File: src/hw/rtl/lcb_pkg.sv
// ----------------------------------------------------------------------------
// lcb_pkg
// Shared types and constants of the latched condition bit bank.
// ----------------------------------------------------------------------------
package lcb_pkg;

    // Field widths of the stream items.
    localparam int OP_W       = 3;
    localparam int CH_W       = 2;
    localparam int IDX_W      = 8;
    localparam int FRM_W      = 16;
    localparam int TIME_W     = 32;
    localparam int OUT_IDX_W  = 2;
    localparam int OUT_BITS_W = 64;

    localparam int IN_USER_W  = OP_W + CH_W;
    localparam int IN_DATA_W  = 64;
    localparam int OUT_DATA_W = 72;

    // Operation codes on the input stream.
    localparam logic [OP_W-1:0] OP_SET_BIT   = 3'd0;
    localparam logic [OP_W-1:0] OP_LATCH_FRM = 3'd1;
    localparam logic [OP_W-1:0] OP_LATCH_TIM = 3'd2;
    localparam logic [OP_W-1:0] OP_FRM_TICK  = 3'd3;
    localparam logic [OP_W-1:0] OP_TIM_TICK  = 3'd4;
    localparam logic [OP_W-1:0] OP_COMPOSE   = 3'd5;

    // Channel codes of the set operation.
    localparam logic [CH_W-1:0] CH_DERIVED  = 2'd0;
    localparam logic [CH_W-1:0] CH_BASE     = 2'd1;
    localparam logic [CH_W-1:0] CH_OVERRIDE = 2'd2;

    // Command queue between the front and back parts.
    localparam int CMD_FIFO_DEPTH = 4;
    localparam int CMD_FIFO_PTR_W = 2;

    typedef enum logic [2:0] {
        CMD_SET,
        CMD_LATCH_FRM,
        CMD_LATCH_TIM,
        CMD_FRM_TICK,
        CMD_TIM_TICK,
        CMD_COMPOSE
    } t_cmd_kind;

    typedef struct packed {
        t_cmd_kind          kind;
        logic [CH_W-1:0]    channel;
        logic [IDX_W-1:0]   idx;
        logic               bit_value;
        logic [FRM_W-1:0]   frames;
        logic [TIME_W-1:0]  amount;
    } t_cmd;

endpackage

File: src/hw/rtl/lcb_cmd_fifo.sv
// ----------------------------------------------------------------------------
// lcb_cmd_fifo
// Short command queue that decouples the front part from the back part.
// ----------------------------------------------------------------------------
module lcb_cmd_fifo (
    input  logic           i_clk,
    input  logic           i_rst_n,
    input  logic           i_push_valid,
    input  lcb_pkg::t_cmd  i_push_cmd,
    output logic           o_push_ready,
    output logic           o_pop_valid,
    output lcb_pkg::t_cmd  o_pop_cmd,
    input  logic           i_pop_ready
);
    import lcb_pkg::*;

    t_cmd                    r_mem [CMD_FIFO_DEPTH];
    logic [CMD_FIFO_PTR_W-1:0] r_wr_ptr;
    logic [CMD_FIFO_PTR_W-1:0] r_rd_ptr;
    logic [CMD_FIFO_PTR_W:0]   r_count;
    logic                    push;
    logic                    pop;

    assign o_push_ready = r_count != (CMD_FIFO_PTR_W+1)'(CMD_FIFO_DEPTH);
    assign o_pop_valid  = r_count != '0;
    assign o_pop_cmd    = r_mem[r_rd_ptr];
    assign push         = i_push_valid && o_push_ready;
    assign pop          = i_pop_ready && o_pop_valid;

    always_ff @(posedge i_clk) begin
        if (push) begin
            r_mem[r_wr_ptr] <= i_push_cmd;
        end
    end

    always_ff @(posedge i_clk) begin
        if (!i_rst_n) begin
            r_wr_ptr <= '0;
            r_rd_ptr <= '0;
            r_count  <= '0;
        end else begin
            if (push) begin
                r_wr_ptr <= r_wr_ptr + 1'b1;
            end
            if (pop) begin
                r_rd_ptr <= r_rd_ptr + 1'b1;
            end
            if (push && !pop) begin
                r_count <= r_count + 1'b1;
            end else if (pop && !push) begin
                r_count <= r_count - 1'b1;
            end
        end
    end

endmodule

File: config.mk
export PLATFORM = sky130hd
export DESIGN_NAME = lcb_cmd_fifo
export DESIGN_NICKNAME = d
export VERILOG_FILES = /design/src/hw/rtl/lcb_pkg.sv /design/src/hw/rtl/lcb_cmd_fifo.sv
export SDC_FILE = /design/constraint.sdc
export NUM_CORES = 1
export LEC_CHECK = 0
export ABC_AREA = 1
export BUFFER_PORTS_ARGS = -buffer_cell sky130_fd_sc_hd__buf_2
export CORE_MARGIN = 2
export CORE_UTILIZATION = 62
export DETAILED_ROUTE_END_ITERATION = 10
export PLACE_DENSITY = 0.87
export REMOVE_ABC_BUFFERS = 1
export SETUP_SLACK_MARGIN = 0.02
export SLEW_MARGIN = 20
export SYNTH_ARGS = -nofsm -noshare
export SYNTH_HDL_FRONTEND = slang
export SYNTH_SLANG_ARGS = --single-unit
export TNS_END_PERCENT = 50
File: constraint.sdc
create_clock -name i_clk -period 8.2 [get_ports i_clk]
set_clock_uncertainty 0.2 [all_clocks]
set_input_delay 0 -clock i_clk [delete_from_list [all_inputs] [get_ports i_clk]]
set_output_delay 0 -clock i_clk [all_outputs]
set_load 0.05 [all_outputs]
==> impl_results.md <==
* Status: complete, no violations
* Std-Cell Rows at 47
* Ys async rst share at 0
* Post-CTS setup buffers at 0
* GR Util All Layers at 0.250
* Internal at 0.00263 W
* Setup Crit Path Kind: flip-flop to primary output
* CTS root buf: clkbuf_16
* Vias in the first global route at 6,406
* RSZ-0062 raised after global routing: no
* Final HPWL DP at between 10,000 and 15,000 um
* Post-route minimum period at a little over 3 ns
* Final setup violating endpoints at 0
* Initial antenna violation count at 0
* Prevailing post-synth register cell: edfxtp_1
* IO Port Bufs at between 100 and 150
* Slew margin rel. at 0.287
* H-Tree Level Count at 1
* Sequential cell area at 7630 sq um
* CTS clk-pin slew, worst paths at 0.06 ns
* Area of the multi-input gates at between 2000 and 2500 sq um
* VDD IR max at 0.000223 V
* Post-synthesis sequential area ratio at 0.744
* Worst skew pair latency at roughly 0.52 ns
* Net Sw Power at between 0.0015 and 0.002 W
* Leak pwr at approximately 4.4 nW
* Final Power at 0.00427 W
* Hold WC Path Type: input pin to flip-flop
* N_diodes at 0
* Combinational Power Share at 0.340
* Clock sinks at between 200 and 300
* Seq pwr share at 0.389
* Pwr dens at roughly 340 nW/um^2
* Worst setup margin at approximately 5.2 ns
* NumNets Final at 927
* Synth Warn # at 0
* Hold WS at 0.0246 ns
* Post-CTS sizing at 0
* Number of DRC markers in iteration 0 at slightly below 700
* Drt pass-1 iters at 5
* P&R area growth vs syn at 21.1%
* Vias at 6,355
* Cell variety after synth at 23
* Die area at ~18,000 sq um
* Die H at 133 um
* Max-Cap Viols at 0
* Slew at the pin with the worst max-slew slack at around 1.1 ns
* WL/cell at ~20 um
* Sw Ratio at 0.384
* Crit path required time at ~8 ns
* Post-place setup slack at ~5.4 ns
* Antenna Nets Post-Route at 0
* Final WL at around 22,000 um
* Number of buffers created by CTS at 25
* Commonest non-fill, non-tap cell in the layout: edfxtp_1
* Number of flops mapped to enable cells by yosys at between 200 and 250
* Core area at 16,300 sq um
* Final Hold Viols at 0
* GP Congestion at just under 0.8
* Most frequent cells in the layout: 248 x edfxtp_1, 129 x buf_2, 112 x o21ai_0
* Grt ovf at 0
* Largest net degree at the start of global routing at around 130
* Post-route clock period utilization at 0.371
* Worst setup EP type: primary output
* Hold_buf cts at 66
* Avg Synthesized Cell Area at approximately 15 sq um
* Drt via density at a little under 6
* Maximum clock rate at ~330 MHz
* Clock Power Share at 0.271
* CTS tree: built
* Clock buffer depth at 3
* I/O pin count at 130
* Share of layout cells above drive strength 1 at 0.341
* First-pass GRT wire length at about 34,000 um
* Die Wd at roughly 130 um
* CP arrival at roughly 2.8 ns
* Mapped cell area at 10,300 sq um
* Initial Util at 0.627
* Critical path fanouts, max at 63
* Yosys reg bits at around 260
* DRC violations left at 0
* Setup TNS at 0 ns
* Post-Synthesis Cells at ~670
* Max-slew violation count at 0
* Worst setup SP type: flip-flop
* Fillers at roughly 940
## sequential cells by signal, summed over array words and instances (netlist names), named ones only
name / count
r_mem: 248
r_count: 3
r_rd_ptr: 2
r_wr_ptr: 2
## metrics by stage
stage,std cells,cell area [sq um],util
after floorplan,628,9940,-
after global placement,982,10900,0.669
after detailed placement,982,10900,0.669
after CTS,1093,12400,0.760
after global routing,1093,12400,0.760
final,1093,12400,0.760
## metal layers
layer | part of all wire | vias up | track usage
met4 | 0.024 | 0 | 0.0789
met3 | 0.080 | 49 | 0.0510
li1 | - | 2861 | -
met1 | 0.38 | 3138 | 0.326
met2 | 0.51 | 307 | 0.426
met5 | 0 | - | 0
## worst max-delay path, stage by stage (launching register included)
cell and delay [ns]:
dfxtp_4 0.54, inv_2 0.86, o21ai_0 0.36, o22ai_2 0.23, buf_2 0.30
## final cells by class
class	count	area share
Multi-Input combinational cell	355	0.183
Clock buffer	28	0.0513
Timing Repair Buffer	200	0.108
Clock inverter	17	0.0148
Inverter	16	0.00544
Sequential cell	257	0.615
Tap cell	220	0.0222
## cells in the mapped netlist, types with 2 or more instances
master    instances  area, sq um
nand2_1          15         56.3
ha_1              5         62.6
inv_1            14         52.6
o21ai_1          13         65.1
o22ai_1           2         12.5
nor2_1           78          293
a21oi_1           3         15.0
clkbuf_2          7         35.0
o22ai_2          60          751
nor2_2           60          375
buf_12            7          140
clkbuf_1          3         11.3
nand3_1           4         20.0
dfxtp_1           9          180
buf_2            21          105
edfxtp_1        248         7450
o21ai_0         112          561
buf_6             2         22.5
## final timing paths
kind,startpoint,to,slack (ns),depth (start not counted)
worst min-delay path,i_push_cmd[54],r_mem[3][54],0.02,2
worst max register to register,r_count[1],r_mem[0][19],5.35,5
worst max-delay path,flip-flop,o_pop_cmd[49],5.16,4
worst min register to register,r_wr_ptr[1],r_wr_ptr[1],0.33,2
## cells by family (layout without fill, tap and decap cells)
group | Yosys count | after routing | synth area share
buffers and inverters | 56 | 261 | 0.0372
AND/OR/NAND/NOR | 158 | 158 | 0.0733
XOR/XNOR | 1 | 1 | 0.000854
adder cells (fa/ha/maj) | 6 | 6 | 0.00805
flip-flops | 257 | 257 | 0.744
AO/OA/AOI/OAI | 190 | 190 | 0.137
## power by group through the flow
stage | registers, W | clock network [W] | logic (W)
6_report | 0.00166 | 0.00116 | 0.00145
3_3_place_gp | 0.00167 | 0 | 0.00137
5_1_grt | 0.00167 | 0.00121 | 0.00153
4_1_cts | 0.00166 | 0.00116 | 0.00145
2_1_floorplan | 0.00170 | 0 | 0.00103
3_5_place_dp | 0.00168 | 0 | 0.00141
Note: power is estimated with default switching activity, not from simulation.
