==> config.mk <==
export PLATFORM = sky130hd
export DESIGN_NAME = lcb_front
export DESIGN_NICKNAME = d
export VERILOG_FILES = /design/src/hw/rtl/lcb_pkg.sv /design/src/hw/rtl/lcb_front.sv
export SDC_FILE = /design/constraint.sdc
export NUM_CORES = 1
export LEC_CHECK = 0
export BUFFER_PORTS_ARGS = -buffer_cell sky130_fd_sc_hd__buf_2
export CAP_MARGIN = 0
export CORE_MARGIN = 5
export CORE_UTILIZATION = 45
export DETAILED_ROUTE_END_ITERATION = 6
export PLACE_DENSITY_LB_ADDON = 0.15
export SLEW_MARGIN = 10
export SYNTH_ARGS = -nofsm -noshare
export SYNTH_HDL_FRONTEND = slang
export SYNTH_SLANG_ARGS = --single-unit
==> constraint.sdc <==
create_clock -name i_clk -period 27.2 [get_ports i_clk]
set_clock_uncertainty 0.2 [all_clocks]
set_input_delay 8.16 -clock i_clk [delete_from_list [all_inputs] [get_ports i_clk]]
set_output_delay 8.16 -clock i_clk [all_outputs]
set_load 0.02 [all_outputs]
==> src/hw/rtl/lcb_pkg.sv <==
// ----------------------------------------------------------------------------
// lcb_pkg
// Shared types and constants of the latched condition bit bank.
// ----------------------------------------------------------------------------
package lcb_pkg;

    // Field widths of the stream items.
    localparam int OP_W       = 3;
    localparam int CH_W       = 2;
    localparam int IDX_W      = 8;
    localparam int FRM_W      = 16;
    localparam int TIME_W     = 32;
    localparam int OUT_IDX_W  = 2;
    localparam int OUT_BITS_W = 64;

    localparam int IN_USER_W  = OP_W + CH_W;
    localparam int IN_DATA_W  = 64;
    localparam int OUT_DATA_W = 72;

    // Operation codes on the input stream.
    localparam logic [OP_W-1:0] OP_SET_BIT   = 3'd0;
    localparam logic [OP_W-1:0] OP_LATCH_FRM = 3'd1;
    localparam logic [OP_W-1:0] OP_LATCH_TIM = 3'd2;
    localparam logic [OP_W-1:0] OP_FRM_TICK  = 3'd3;
    localparam logic [OP_W-1:0] OP_TIM_TICK  = 3'd4;
    localparam logic [OP_W-1:0] OP_COMPOSE   = 3'd5;

    // Channel codes of the set operation.
    localparam logic [CH_W-1:0] CH_DERIVED  = 2'd0;
    localparam logic [CH_W-1:0] CH_BASE     = 2'd1;
    localparam logic [CH_W-1:0] CH_OVERRIDE = 2'd2;

    // Command queue between the front and back parts.
    localparam int CMD_FIFO_DEPTH = 4;
    localparam int CMD_FIFO_PTR_W = 2;

    typedef enum logic [2:0] {
        CMD_SET,
        CMD_LATCH_FRM,
        CMD_LATCH_TIM,
        CMD_FRM_TICK,
        CMD_TIM_TICK,
        CMD_COMPOSE
    } t_cmd_kind;

    typedef struct packed {
        t_cmd_kind          kind;
        logic [CH_W-1:0]    channel;
        logic [IDX_W-1:0]   idx;
        logic               bit_value;
        logic [FRM_W-1:0]   frames;
        logic [TIME_W-1:0]  amount;
    } t_cmd;

endpackage

==> src/hw/rtl/lcb_front.sv <==
// ----------------------------------------------------------------------------
// lcb_front
// Accepts input items, drops those that change nothing and turns the rest
// into commands for the back part.
// ----------------------------------------------------------------------------
module lcb_front #(
    parameter int NUM_CONDS = 256
) (
    input  logic                        i_clk,
    input  logic                        i_rst_n,
    input  logic                        i_valid,
    output logic                        o_ready,
    input  logic [lcb_pkg::OP_W-1:0]    i_operation,
    input  logic [lcb_pkg::CH_W-1:0]    i_channel,
    input  logic [lcb_pkg::IDX_W-1:0]   i_cond_index,
    input  logic                        i_bit_value,
    input  logic [lcb_pkg::FRM_W-1:0]   i_frames,
    input  logic [lcb_pkg::TIME_W-1:0]  i_time_amount,
    output logic                        o_cmd_valid,
    output lcb_pkg::t_cmd               o_cmd,
    input  logic                        i_cmd_ready
);
    import lcb_pkg::*;

    logic  r_valid;
    t_cmd  r_cmd;
    logic  keep;
    logic  in_range;
    t_cmd  cmd;

    always_comb begin
        in_range      = 32'(i_cond_index) < NUM_CONDS;
        cmd.kind      = CMD_SET;
        cmd.channel   = i_channel;
        cmd.idx       = i_cond_index;
        cmd.bit_value = i_bit_value;
        cmd.frames    = i_frames;
        cmd.amount    = i_time_amount;
        keep          = 1'b0;
        case (i_operation)
            OP_SET_BIT: begin
                cmd.kind = CMD_SET;
                keep     = in_range && (i_channel inside {CH_DERIVED, CH_BASE, CH_OVERRIDE});
            end
            OP_LATCH_FRM: begin
                cmd.kind = CMD_LATCH_FRM;
                keep     = in_range && (i_frames != '0);
            end
            OP_LATCH_TIM: begin
                cmd.kind = CMD_LATCH_TIM;
                keep     = in_range && (i_time_amount != '0);
            end
            OP_FRM_TICK: begin
                cmd.kind = CMD_FRM_TICK;
                keep     = 1'b1;
            end
            OP_TIM_TICK: begin
                cmd.kind = CMD_TIM_TICK;
                keep     = 1'b1;
            end
            OP_COMPOSE: begin
                cmd.kind = CMD_COMPOSE;
                keep     = 1'b1;
            end
            default: begin
                keep = 1'b0;
            end
        endcase
    end

    assign o_ready     = !r_valid || i_cmd_ready;
    assign o_cmd_valid = r_valid;
    assign o_cmd       = r_cmd;

    always_ff @(posedge i_clk) begin
        if (!i_rst_n) begin
            r_valid <= 1'b0;
        end else if (o_ready) begin
            // Items that cause no change are taken and dropped here.
            r_valid <= i_valid && keep;
            if (i_valid && keep) begin
                r_cmd <= cmd;
            end
        end
    end

endmodule

==> results.toml, run 1 <==
[timing]
worstMarginPinSlew_ns = 0.413
min_period_ns = 16.92
slew_violations = 0
finalHoldViolCount = 0
final_critical_path_setup_slack_ns = 10.28
setup_tns_ns = 0
final.hold.worst_slack_ns = 0.330
period_share = 0.622
rsz0062_at_grt = "false"
clock.fmax_mhz = 59.1
setup-violations-final = 0
timing.max_slew.rel_slack = 0.723

[synthesis]
netlist.area_leader.share = 0.897
yosys-top-cells-count = "62 x sky130_fd_sc_hd__edfxtp_1, 10 x sky130_fd_sc_hd__nor4_1, 5 x sky130_fd_sc_hd__nand2_1"
proportion_of_synthesized_chip_area_in_sequential_cells = 0.907
synth.net_count = 162
post_synth_num_cell_types = 16
fraction_of_registers_with_async_set_or_reset_after_synthesis = 0
dominantRegCellSynth = "sky130_fd_sc_hd__edfxtp_1"
synth_cells = 96
cell_taking_the_most_area_after_synthesis = "sky130_fd_sc_hd__edfxtp_1"
synth_area_leaders = "sky130_fd_sc_hd__edfxtp_1 90%, sky130_fd_sc_hd__nor4_1 3.0%, sky130_fd_sc_hd__dfxtp_1 0.97%, sky130_fd_sc_hd__nand2_1 0.90%, sky130_fd_sc_hd__nor4b_1 0.84%"
synth_edf_count = 62
synth_seq_cells = 63
postSynthAreaPerCell_sq_um = 21.6
ys_warns = 0
synthesis.area_sq_um = 2070
synthMostInstantiatedCell = "sky130_fd_sc_hd__edfxtp_1"

[critical_path]
crit_type = "input pin to output pin"
endpoint_kind = "output pin"
critical_path_arrival_ns = 8.56
worst-r2r-cell-count = 2
r2r-end = "o_cmd[26]"
cp_data_required_time_ns = 18.84
reg2reg_slack_ns = 25.52
timing.critical_path.fanout_max = 2
critPathLaunchType = "input pin"
crit-reg2reg-launch = "o_cmd_valid"

[grt]
first_pass_grt_wire_length_um = 7190
vias_in_the_first_global_route = 1491
pin_count_of_the_biggest_net_entering_global_routing = 34
grt_util_all_layers = 0.157
grt_overflow_total = 0
antenna_violations_before_repair = 0

[floorplan]
area_of_the_die_sq_um = 6070
die_y_um = 77.9
floorplan.io_pins = 130
initial_core_util = 0.470
num_rows = 24
core_region_area_sq_um = 4410
fp.dieW_um = 77.9

[pwr]
power.ir.vdd_worst_uv = 47.5
p_leak_nw = 1.23
cellPowerDensity_nw_per_um2 = 66.9

[clock_network]
clock-root-buffer = "sky130_fd_sc_hd__clkbuf_8"
path_clk_slew_ns = 0.06
numClockSinks = 63
cts_inserted_buffers = 9
htreeDepth = 3
cts.hold.buffers_added = 0
clk_path_buf_depth = 2
post-cts-setup-buffer-count = 0
worst_skew_pair_latency_ns = 0.32
cts_repair_resized_insts = 0
cts_tree = "done"

[hold_path]
hold_path_end = "o_cmd_valid"
hold_path.class = "register to register"
min-delay-start = "o_cmd_valid"
hold-path-cell-count = 2

[placement]
detailed_place_hpwl_um = 3650
port_buffers = 129
gp_routability_congestion = 0.788
place_ws_ns = 10.29

[drt]
wl_per_cell_um = 15.8
drtAntennaViolNets = 0
detailedRoute.firstPassIterationCount = 4
vias_post_dr = 1426
drt_iter0_drc = 63
route.detailed.vias_per_inst = 4.83
routed_wl_um = 4670
detail_route.drc_violations = 0

[final_layout]
final_nets = 304
final_antenna_diode_count = 0
area_overhead_vs_synth_pct = 43.5
layout-drive-gt1-share = 0.593

[outcome]
result_of_the_run = "finished clean"

[run]
drv_cap = 0
[metal layers]
| layer | vias to the layer above | part of all wire | GRT usage |
|---|---|---|---|
| li1 | 680 | - | - |
| met1 | 656 | 0.36 | 0.167 |
| met2 | 78 | 0.50 | 0.266 |
| met3 | 12 | 0.10 | 0.0532 |
| met4 | 0 | 0.028 | 0.0963 |
| met5 | - | 0 | 0 |
[cell families (layout without fill, tap and decap cells)]
| logic type | Yosys count | in the layout | share of synthesized area |
|---|---|---|---|
| buffers and inverters | 2 | 149 | 0.00362 |
| AO/OA/AOI/OAI | 2 | 2 | 0.00905 |
| flip-flops | 63 | 63 | 0.907 |
| AND/OR/NAND/NOR | 29 | 29 | 0.0802 |
[registers in the layout, summed over array words and instances (netlist names)]
signal	flops
o_cmd_valid	1
o_cmd	62
[report_power, final]
part | switching, W | total, W | internal [W] | leakage (nW)
combinational | 0.0000108 | 0.0000173 | 0.00000651 | 0.559
clock | 0.0000316 | 0.0000697 | 0.0000381 | 0.0877
sequential | 0.000000775 | 0.000112 | 0.000111 | 0.582
total | 0.0000433 | 0.000199 | 0.000156 | 1.23
[worst max-delay path, stage by stage]
cell                      delay (ns)
sky130_fd_sc_hd__buf_2          0.10
sky130_fd_sc_hd__inv_1          0.07
sky130_fd_sc_hd__nand2_1        0.07
sky130_fd_sc_hd__buf_2          0.16
[worst max-delay path by stage]
stage | start | to | slack (ns) | depth (start not counted)
2_1_floorplan | i_cmd_ready | o_ready | 10.48 | 2
3_3_place_gp | i_cmd_ready | o_ready | 10.29 | 4
3_5_place_dp | i_cmd_ready | o_ready | 10.29 | 4
4_1_cts | i_cmd_ready | o_ready | 10.28 | 4
5_1_grt | i_cmd_ready | o_ready | 10.26 | 4
6_report | i_cmd_ready | o_ready | 10.28 | 4
[layout make-up]
cell class                 instances  area [sq um]
tap                               52          65.1
sequential                        63          1880
multi-input combinational         31           190
fill                             342          1440
inverter                           2          7.51
clock inverter                     1          5.00
clock buffer                      15           166
timing repair buffer             131           661
[layout by cell type, fill, tap and decap left out]
cell                        count
sky130_fd_sc_hd__buf_2        129
sky130_fd_sc_hd__edfxtp_1      62
sky130_fd_sc_hd__clkbuf_8      11
sky130_fd_sc_hd__nor4_1        10
sky130_fd_sc_hd__nand2_1        5
sky130_fd_sc_hd__clkbuf_1       4
sky130_fd_sc_hd__inv_1          2
sky130_fd_sc_hd__nor4b_1        2
sky130_fd_sc_hd__nor3_1         2
sky130_fd_sc_hd__nand3_1        2
sky130_fd_sc_hd__nor2_1         2
sky130_fd_sc_hd__nand4_1        2
sky130_fd_sc_hd__buf_4          2
sky130_fd_sc_hd__and2b_1        1
sky130_fd_sc_hd__and2_1         1
sky130_fd_sc_hd__nor2b_1        1
sky130_fd_sc_hd__or4_1          1
sky130_fd_sc_hd__a2111oi_2      1
sky130_fd_sc_hd__o32ai_1        1
sky130_fd_sc_hd__clkinv_2       1
sky130_fd_sc_hd__dfxtp_1        1
[per-stage QoR]
step | std cells | util | cell area, sq um | total power [W]
2_1_floorplan | 96 | - | 2070 | 0.000123
3_3_place_gp | 279 | 0.635 | 2810 | 0.000131
3_5_place_dp | 279 | 0.635 | 2810 | 0.000132
4_1_cts | 295 | 0.674 | 2980 | 0.000201
5_1_grt | 295 | 0.674 | 2980 | 0.000207
6_report | 295 | 0.674 | 2980 | 0.000199
No activity file was read; power rests on OpenSTA's default activity.
==> run 2, diff against run 1 <==
--- a/config.mk
+++ b/config.mk
@@ -5,10 +5,11 @@
 export SDC_FILE = /design/constraint.sdc
 export NUM_CORES = 1
 export LEC_CHECK = 0
+export ABC_AREA = 1
 export BUFFER_PORTS_ARGS = -buffer_cell sky130_fd_sc_hd__buf_2
 export CAP_MARGIN = 0
 export CORE_MARGIN = 5
-export CORE_UTILIZATION = 45
+export CORE_UTILIZATION = 42
 export DETAILED_ROUTE_END_ITERATION = 6
 export PLACE_DENSITY_LB_ADDON = 0.15
 export SLEW_MARGIN = 10
==> constraint.sdc (replaced) <==
create_clock -name i_clk -period 15.7 [get_ports i_clk]
set_clock_uncertainty 0.2 [all_clocks]
set_input_delay 4.71 -clock i_clk [delete_from_list [all_inputs] [get_ports i_clk]]
set_output_delay 4.71 -clock i_clk [all_outputs]
set_load 0.02 [all_outputs]
==> run 2 against run 1 <==
Total power is 76% higher. Clock power is 78% higher. Register-to-register slack worse by 12 ns. First-iteration DRC count is 33% lower. Synthesized cell count is 33% higher. Die area is 11% higher. Global-route usage is 2.5 points lower. Sequential share of layout area is 2.5 points lower. Routed wire length is 3.9% lower. Setup slack worse by 4.8 ns. Critical path type unchanged. Critical endpoint unchanged.
==> results.toml, run 2 <==
[clock_network]
post-cts-setup-buffer-count = 0
clk_path_buf_depth = 2
numClockSinks = 63
clock-root-buffer = "sky130_fd_sc_hd__clkbuf_8"
htreeDepth = 3
cts_repair_resized_insts = 0
cts_tree = "done"
cts.hold.buffers_added = 0
worst_skew_pair_latency_ns = 0.32
cts_inserted_buffers = 9
path_clk_slew_ns = 0.06

[synthesis]
netlist.area_leader.share = 0.858
synth_area_leaders = "sky130_fd_sc_hd__edfxtp_1 86%, sky130_fd_sc_hd__nor2_1 5.5%, sky130_fd_sc_hd__nand2_1 2.8%, sky130_fd_sc_hd__inv_1 1.0%, sky130_fd_sc_hd__dfxtp_1 0.92%"
ys_warns = 0
synth_edf_count = 62
postSynthAreaPerCell_sq_um = 17.0
cell_taking_the_most_area_after_synthesis = "sky130_fd_sc_hd__edfxtp_1"
fraction_of_registers_with_async_set_or_reset_after_synthesis = 0
post_synth_num_cell_types = 14
yosys-top-cells-count = "62 x sky130_fd_sc_hd__edfxtp_1, 32 x sky130_fd_sc_hd__nor2_1, 16 x sky130_fd_sc_hd__nand2_1, 6 x sky130_fd_sc_hd__inv_1"
synthMostInstantiatedCell = "sky130_fd_sc_hd__edfxtp_1"
synth.net_count = 194
synth_seq_cells = 63
dominantRegCellSynth = "sky130_fd_sc_hd__edfxtp_1"
synth_cells = 128
proportion_of_synthesized_chip_area_in_sequential_cells = 0.867
synthesis.area_sq_um = 2170

[floorplan]
die_y_um = 81.9
area_of_the_die_sq_um = 6710
floorplan.io_pins = 130
num_rows = 26
core_region_area_sq_um = 5070
initial_core_util = 0.428
fp.dieW_um = 81.9

[pwr]
total_power_w = 0.000350
cellPowerDensity_nw_per_um2 = 113
p_leak_nw = 1.32
power.ir.vdd_worst_uv = 65.7

[grt]
grt_util_all_layers = 0.132
pin_count_of_the_biggest_net_entering_global_routing = 54
gr-usage-met3 = 0.0702
grt_overflow_total = 0
antenna_violations_before_repair = 0
vias_in_the_first_global_route = 1423
global_route.usage.met2 = 0.209
gr-usage-met1 = 0.148
busiest_layer = "met2"
first_pass_grt_wire_length_um = 6380

[critical_path]
worst-r2r-cell-count = 4
timing.critical_path.fanout_max = 3
critical_path_arrival_ns = 5.27
timing.critical_path.slowest_stage_cell = "sky130_fd_sc_hd__nor2_1"
cp_data_required_time_ns = 10.79
r2r-end = "o_cmd[19]"
endpoint_kind = "output pin"
crit_type = "input pin to output pin"
path_delay_family = "buffers and inverters"
critPathLaunchType = "input pin"
crit-reg2reg-launch = "o_cmd_valid"
slowest_delay_ns = 0.24
reg2reg_slack_ns = 13.81
cpMostUsedCell = "sky130_fd_sc_hd__buf_2"
critPathBufInv = 3
critical_path.cell_chain = "buf_2, nor2_1, inv_1, buf_2"
startpoint = "i_cmd_ready"

[run]
drv_cap = 0

[timing]
slew_violations = 0
period_share = 0.649
setup-violations-final = 0
final_critical_path_setup_slack_ns = 5.52
min_period_ns = 10.18
finalHoldViolCount = 0
setup_tns_ns = 0
timing.max_slew.rel_slack = 0.577
rsz0062_at_grt = "false"
clock.fmax_mhz = 98.2
worstMarginPinSlew_ns = 0.635

[drt]
detailedRoute.firstPassIterationCount = 4
route.detailed.vias_per_inst = 4.29
detail_route.drc_violations = 0
drt_iter0_drc = 42
routed_wl_um = 4480
vias_post_dr = 1476
drtAntennaViolNets = 0
wl_per_cell_um = 13.0

[hold_path]
hold_path.class = "register to register"
hold_path_end = "o_cmd_valid"
hold-path-cell-count = 4
min-delay-start = "o_cmd_valid"

[final_layout]
finalNonFillerCells = 344
layout.cells.most_common = "sky130_fd_sc_hd__buf_2"
max_ffs_per_register = 62
final_antenna_diode_count = 0
area_overhead_vs_synth_pct = 42.7
post-route-util = 0.610
final_nets = 335
final_cell_mix = "129 x sky130_fd_sc_hd__buf_2, 62 x sky130_fd_sc_hd__edfxtp_1, 31 x sky130_fd_sc_hd__nor2_1"
layout-drive-gt1-share = 0.547

[placement]
gp_routability_congestion = 0.726
port_buffers = 129
place_ws_ns = 5.51
detailed_place_hpwl_um = 3500
dp_cells = 328

[outcome]
result_of_the_run = "finished clean"
[run 2: cell types whose count changed in the layout (fill, tap and decap cells not counted), sizes merged, moves of 2 or more]
cell and change:
nor4 -10, inv +5, nor4b -2, clkbuf -5, clkinv +4, nor2 +33
nand2 +12
[run 2: worst reg2reg max path, cell delays in order, from the launching register on]
cell,delay [ns]
sky130_fd_sc_hd__dfxtp_1,0.31
sky130_fd_sc_hd__inv_1,0.05
sky130_fd_sc_hd__nor2_1,0.07
sky130_fd_sc_hd__nor2_4,0.27
sky130_fd_sc_hd__buf_4,0.59
[run 2: worst max-delay path by stage]
| stage | endpoint | slack (ns) | depth (start not counted) |
|---|---|---|---|
| after CTS | o_ready | 5.51 | 4 |
| after global routing | o_ready | 5.43 | 4 |
| after global placement | o_ready | 5.53 | 4 |
| after detailed placement | o_ready | 5.51 | 4 |
| after floorplan | o_ready | 5.81 | 2 |
| final | o_ready | 5.52 | 4 |
[run 2: cells by family (layout without fill, tap and decap cells)]
group	after synthesis	after routing	share of synthesized area
AND/OR/NAND/NOR	58	58	0.121
flip-flops	63	63	0.867
buffers and inverters	7	153	0.0121
[run 2: power breakdown]
group	total (W)	internal, W	leakage (nW)	switching, W
registers	0.000194	0.000193	0.582	0.00000128
logic	0.0000318	0.0000117	0.649	0.0000201
clock network	0.000124	0.0000711	0.0925	0.0000533
total	0.000350	0.000276	1.32	0.0000747
[run 2: cell type report]
class                      count  area [sq um]
clock buffer                  10           128
clock inverter                 6          51.3
fill                         427          1980
inverter                       7          26.3
multi-input combinational     58           270
sequential                    63          1880
tap                           70          87.6
timing repair buffer         130           653
[run 2: stage by stage]
| stage | area (sq um) | hold slack (ns) |
|---|---|---|
| after global routing | 3100 | 0.476 |
| after detailed placement | 2920 | 0.401 |
| after global placement | 2920 | 0.390 |
| after floorplan | 2170 | 0.423 |
| final | 3100 | 0.400 |
| after CTS | 3100 | 0.415 |
[run 2: metal layers]
| layer | part of all wire | wire length [um] |
|---|---|---|
| met1 | 0.36 | 1610 |
| met2 | 0.48 | 2170 |
| met3 | 0.15 | 654 |
| met4 | 0.011 | 48 |
| met5 | 0 | 0 |
==> run 3, diff against run 2 <==
--- a/config.mk
+++ b/config.mk
@@ -5,7 +5,7 @@
 export SDC_FILE = /design/constraint.sdc
 export NUM_CORES = 1
 export LEC_CHECK = 0
-export ABC_AREA = 1
+export ABC_AREA = 0
 export BUFFER_PORTS_ARGS = -buffer_cell sky130_fd_sc_hd__buf_2
 export CAP_MARGIN = 0
 export CORE_MARGIN = 5
==> constraint.sdc (replaced) <==
create_clock -name i_clk -period 9.79 [get_ports i_clk]
set_clock_uncertainty 0.2 [all_clocks]
set_input_delay 2.937 -clock i_clk [delete_from_list [all_inputs] [get_ports i_clk]]
set_output_delay 2.937 -clock i_clk [all_outputs]
set_load 0.02 [all_outputs]
==> run 3 against run 2 <==
Sequential share of layout area rose by 2.6 points. Hold slack got worse by 0.023 ns. Flip-flop and latch count did not move. Core utilization rose by 1.5 points. Cell area fell by 4.0%. Clock power rose by 36%. Global-route usage rose by 1.6 points. Critical endpoint unchanged. Highest routed layer unchanged.
==> results.toml, run 3 (synthesis results as in run 1) <==
[final_layout]
finalNonFillerCells = 307
area_overhead_vs_synth_pct = 43.3
layout.cell_area.non_filler_sq_um = 2970
layout-drive-gt1-share = 0.588
layout.cells.most_common = "sky130_fd_sc_hd__buf_2"
final_cell_mix = "129 x sky130_fd_sc_hd__buf_2, 62 x sky130_fd_sc_hd__edfxtp_1, 10 x sky130_fd_sc_hd__nor4_1"
final_nets = 303
max_ffs_per_register = 62
final_antenna_diode_count = 0

[clock_network]
worst_skew_pair_latency_ns = 0.31
htreeDepth = 3
clock-root-buffer = "sky130_fd_sc_hd__clkbuf_8"
cts.hold.buffers_added = 0
path_clk_slew_ns = 0.06
cts_inserted_buffers = 9
numClockSinks = 63
cts_tree = "done"
post-cts-setup-buffer-count = 0
clk_path_buf_depth = 2
cts_repair_resized_insts = 0

[critical_path]
critical_path.cell_chain = "buf_2, inv_1, nand2_1, buf_2"
endpoint_kind = "output pin"
r2r-end = "o_cmd[58]"
cpMostUsedCell = "sky130_fd_sc_hd__buf_2"
path_delay_family = "buffers and inverters"
timing.critical_path.fanout_max = 2
slowest_delay_ns = 0.17
timing.critical_path.slowest_stage_cell = "sky130_fd_sc_hd__buf_2"
crit_path_end = "o_ready"
worst-r2r-cell-count = 2
crit-reg2reg-launch = "o_cmd_valid"
crit_cells = 4
startpoint = "i_cmd_ready"
critical_path_arrival_ns = 3.39
critPathLaunchType = "input pin"
reg2reg_slack_ns = 7.90
crit_type = "input pin to output pin"
cp_data_required_time_ns = 6.65
critPathBufInv = 3

[timing]
worstMarginPinSlew_ns = 0.751
clock.fmax_mhz = 153
slew_violations = 0
final.hold.worst_slack_ns = 0.377
rsz0062_at_grt = "false"
finalHoldViolCount = 0
setup-violations-final = 0
timing.max_slew.rel_slack = 0.499
period_share = 0.667
min_period_ns = 6.53
setup_tns_ns = 0

[pwr]
seqPwrFrac = 0.589
p_leak_nw = 1.21
internal_power_w = 0.000415
power.ir.vdd_worst_uv = 96.8
power.switching_w = 0.000115
cellPowerDensity_nw_per_um2 = 178
sw_frac_of_total = 0.217
power.clock.fraction = 0.320
pwr-share-comb = 0.091

[hold_path]
hold_path.class = "register to register"

[grt]
antenna_violations_before_repair = 0
grt_util_all_layers = 0.148
grt_overflow_total = 0
vias_in_the_first_global_route = 1454
pin_count_of_the_biggest_net_entering_global_routing = 63
first_pass_grt_wire_length_um = 6990

[drt]
drtAntennaViolNets = 0
routed_wl_um = 4660
vias_post_dr = 1425
drt_iter0_drc = 52
route.detailed.vias_per_inst = 4.64
detailedRoute.firstPassIterationCount = 4
wl_per_cell_um = 15.2
detail_route.drc_violations = 0

[placement]
port_buffers = 129
gp_routability_congestion = 0.759
detailed_place_hpwl_um = 3580
dp_cells = 293
place_area_sq_um = 2830

[floorplan]
floorplan.io_pins = 130
die_y_um = 80.3
fp.dieW_um = 80.3
num_rows = 25
area_of_the_die_sq_um = 6440
core_region_area_sq_um = 4750
initial_core_util = 0.436

[outcome]
result_of_the_run = "finished clean"

[run]
drv_cap = 0
==> run 3: layer usage <==
layer | wire [um] | up-vias | global-route usage
li1 | - | 679 | -
met1 | 1740 | 656 | 0.165
met2 | 2230 | 85 | 0.238
met3 | 633 | 5 | 0.0661
met4 | 53 | 0 | 0.0760
met5 | 0 | - | 0
==> run 3: worst min path at each step <==
stage | start | cells after the start | slack (ns) | to
after floorplan | o_cmd_valid | 2 | 0.55 | o_cmd_valid
after global placement | o_cmd_valid | 2 | 0.34 | o_cmd_valid
after detailed placement | o_cmd_valid | 2 | 0.37 | o_cmd_valid
after CTS | o_cmd_valid | 2 | 0.38 | o_cmd_valid
after global routing | o_cmd_valid | 2 | 0.41 | o_cmd_valid
final | o_cmd_valid | 2 | 0.38 | o_cmd_valid
==> run 3: metrics by stage <==
step	power [W]	util	setup slack, ns
final	0.000530	0.625	3.26
after global routing	0.000554	0.625	3.22
after CTS	0.000537	0.625	3.26
after global placement	0.000366	0.595	3.28
after floorplan	0.000340	-	2.04
after detailed placement	0.000367	0.595	3.27
==> run 3: power by group through the flow <==
| stage | sequential, W | clock (W) | combinational, W |
|---|---|---|---|
| 2_1_floorplan | 0.000333 | 0 | 0.00000698 |
| 3_3_place_gp | 0.000317 | 0 | 0.0000483 |
| 3_5_place_dp | 0.000318 | 0 | 0.0000489 |
| 4_1_cts | 0.000312 | 0.000176 | 0.0000490 |
| 5_1_grt | 0.000312 | 0.000189 | 0.0000525 |
| 6_report | 0.000312 | 0.000169 | 0.0000484 |
==> run 3: cell type report <==
class | count | area [sq um]
clock buffers | 11 | 131
clock inverters | 3 | 12.5
fillers | 390 | 1780
inverters | 2 | 7.51
multi-input cells | 31 | 203
flip-flops and latches | 63 | 1880
well taps | 67 | 83.8
repair buffers | 130 | 653
==> run 3: worst reg2reg max path, cell delays in order, from the launching register on <==
cell and delay (ns):
sky130_fd_sc_hd__dfxtp_1 0.35, sky130_fd_sc_hd__a2111oi_4 0.29, sky130_fd_sc_hd__buf_4 0.64
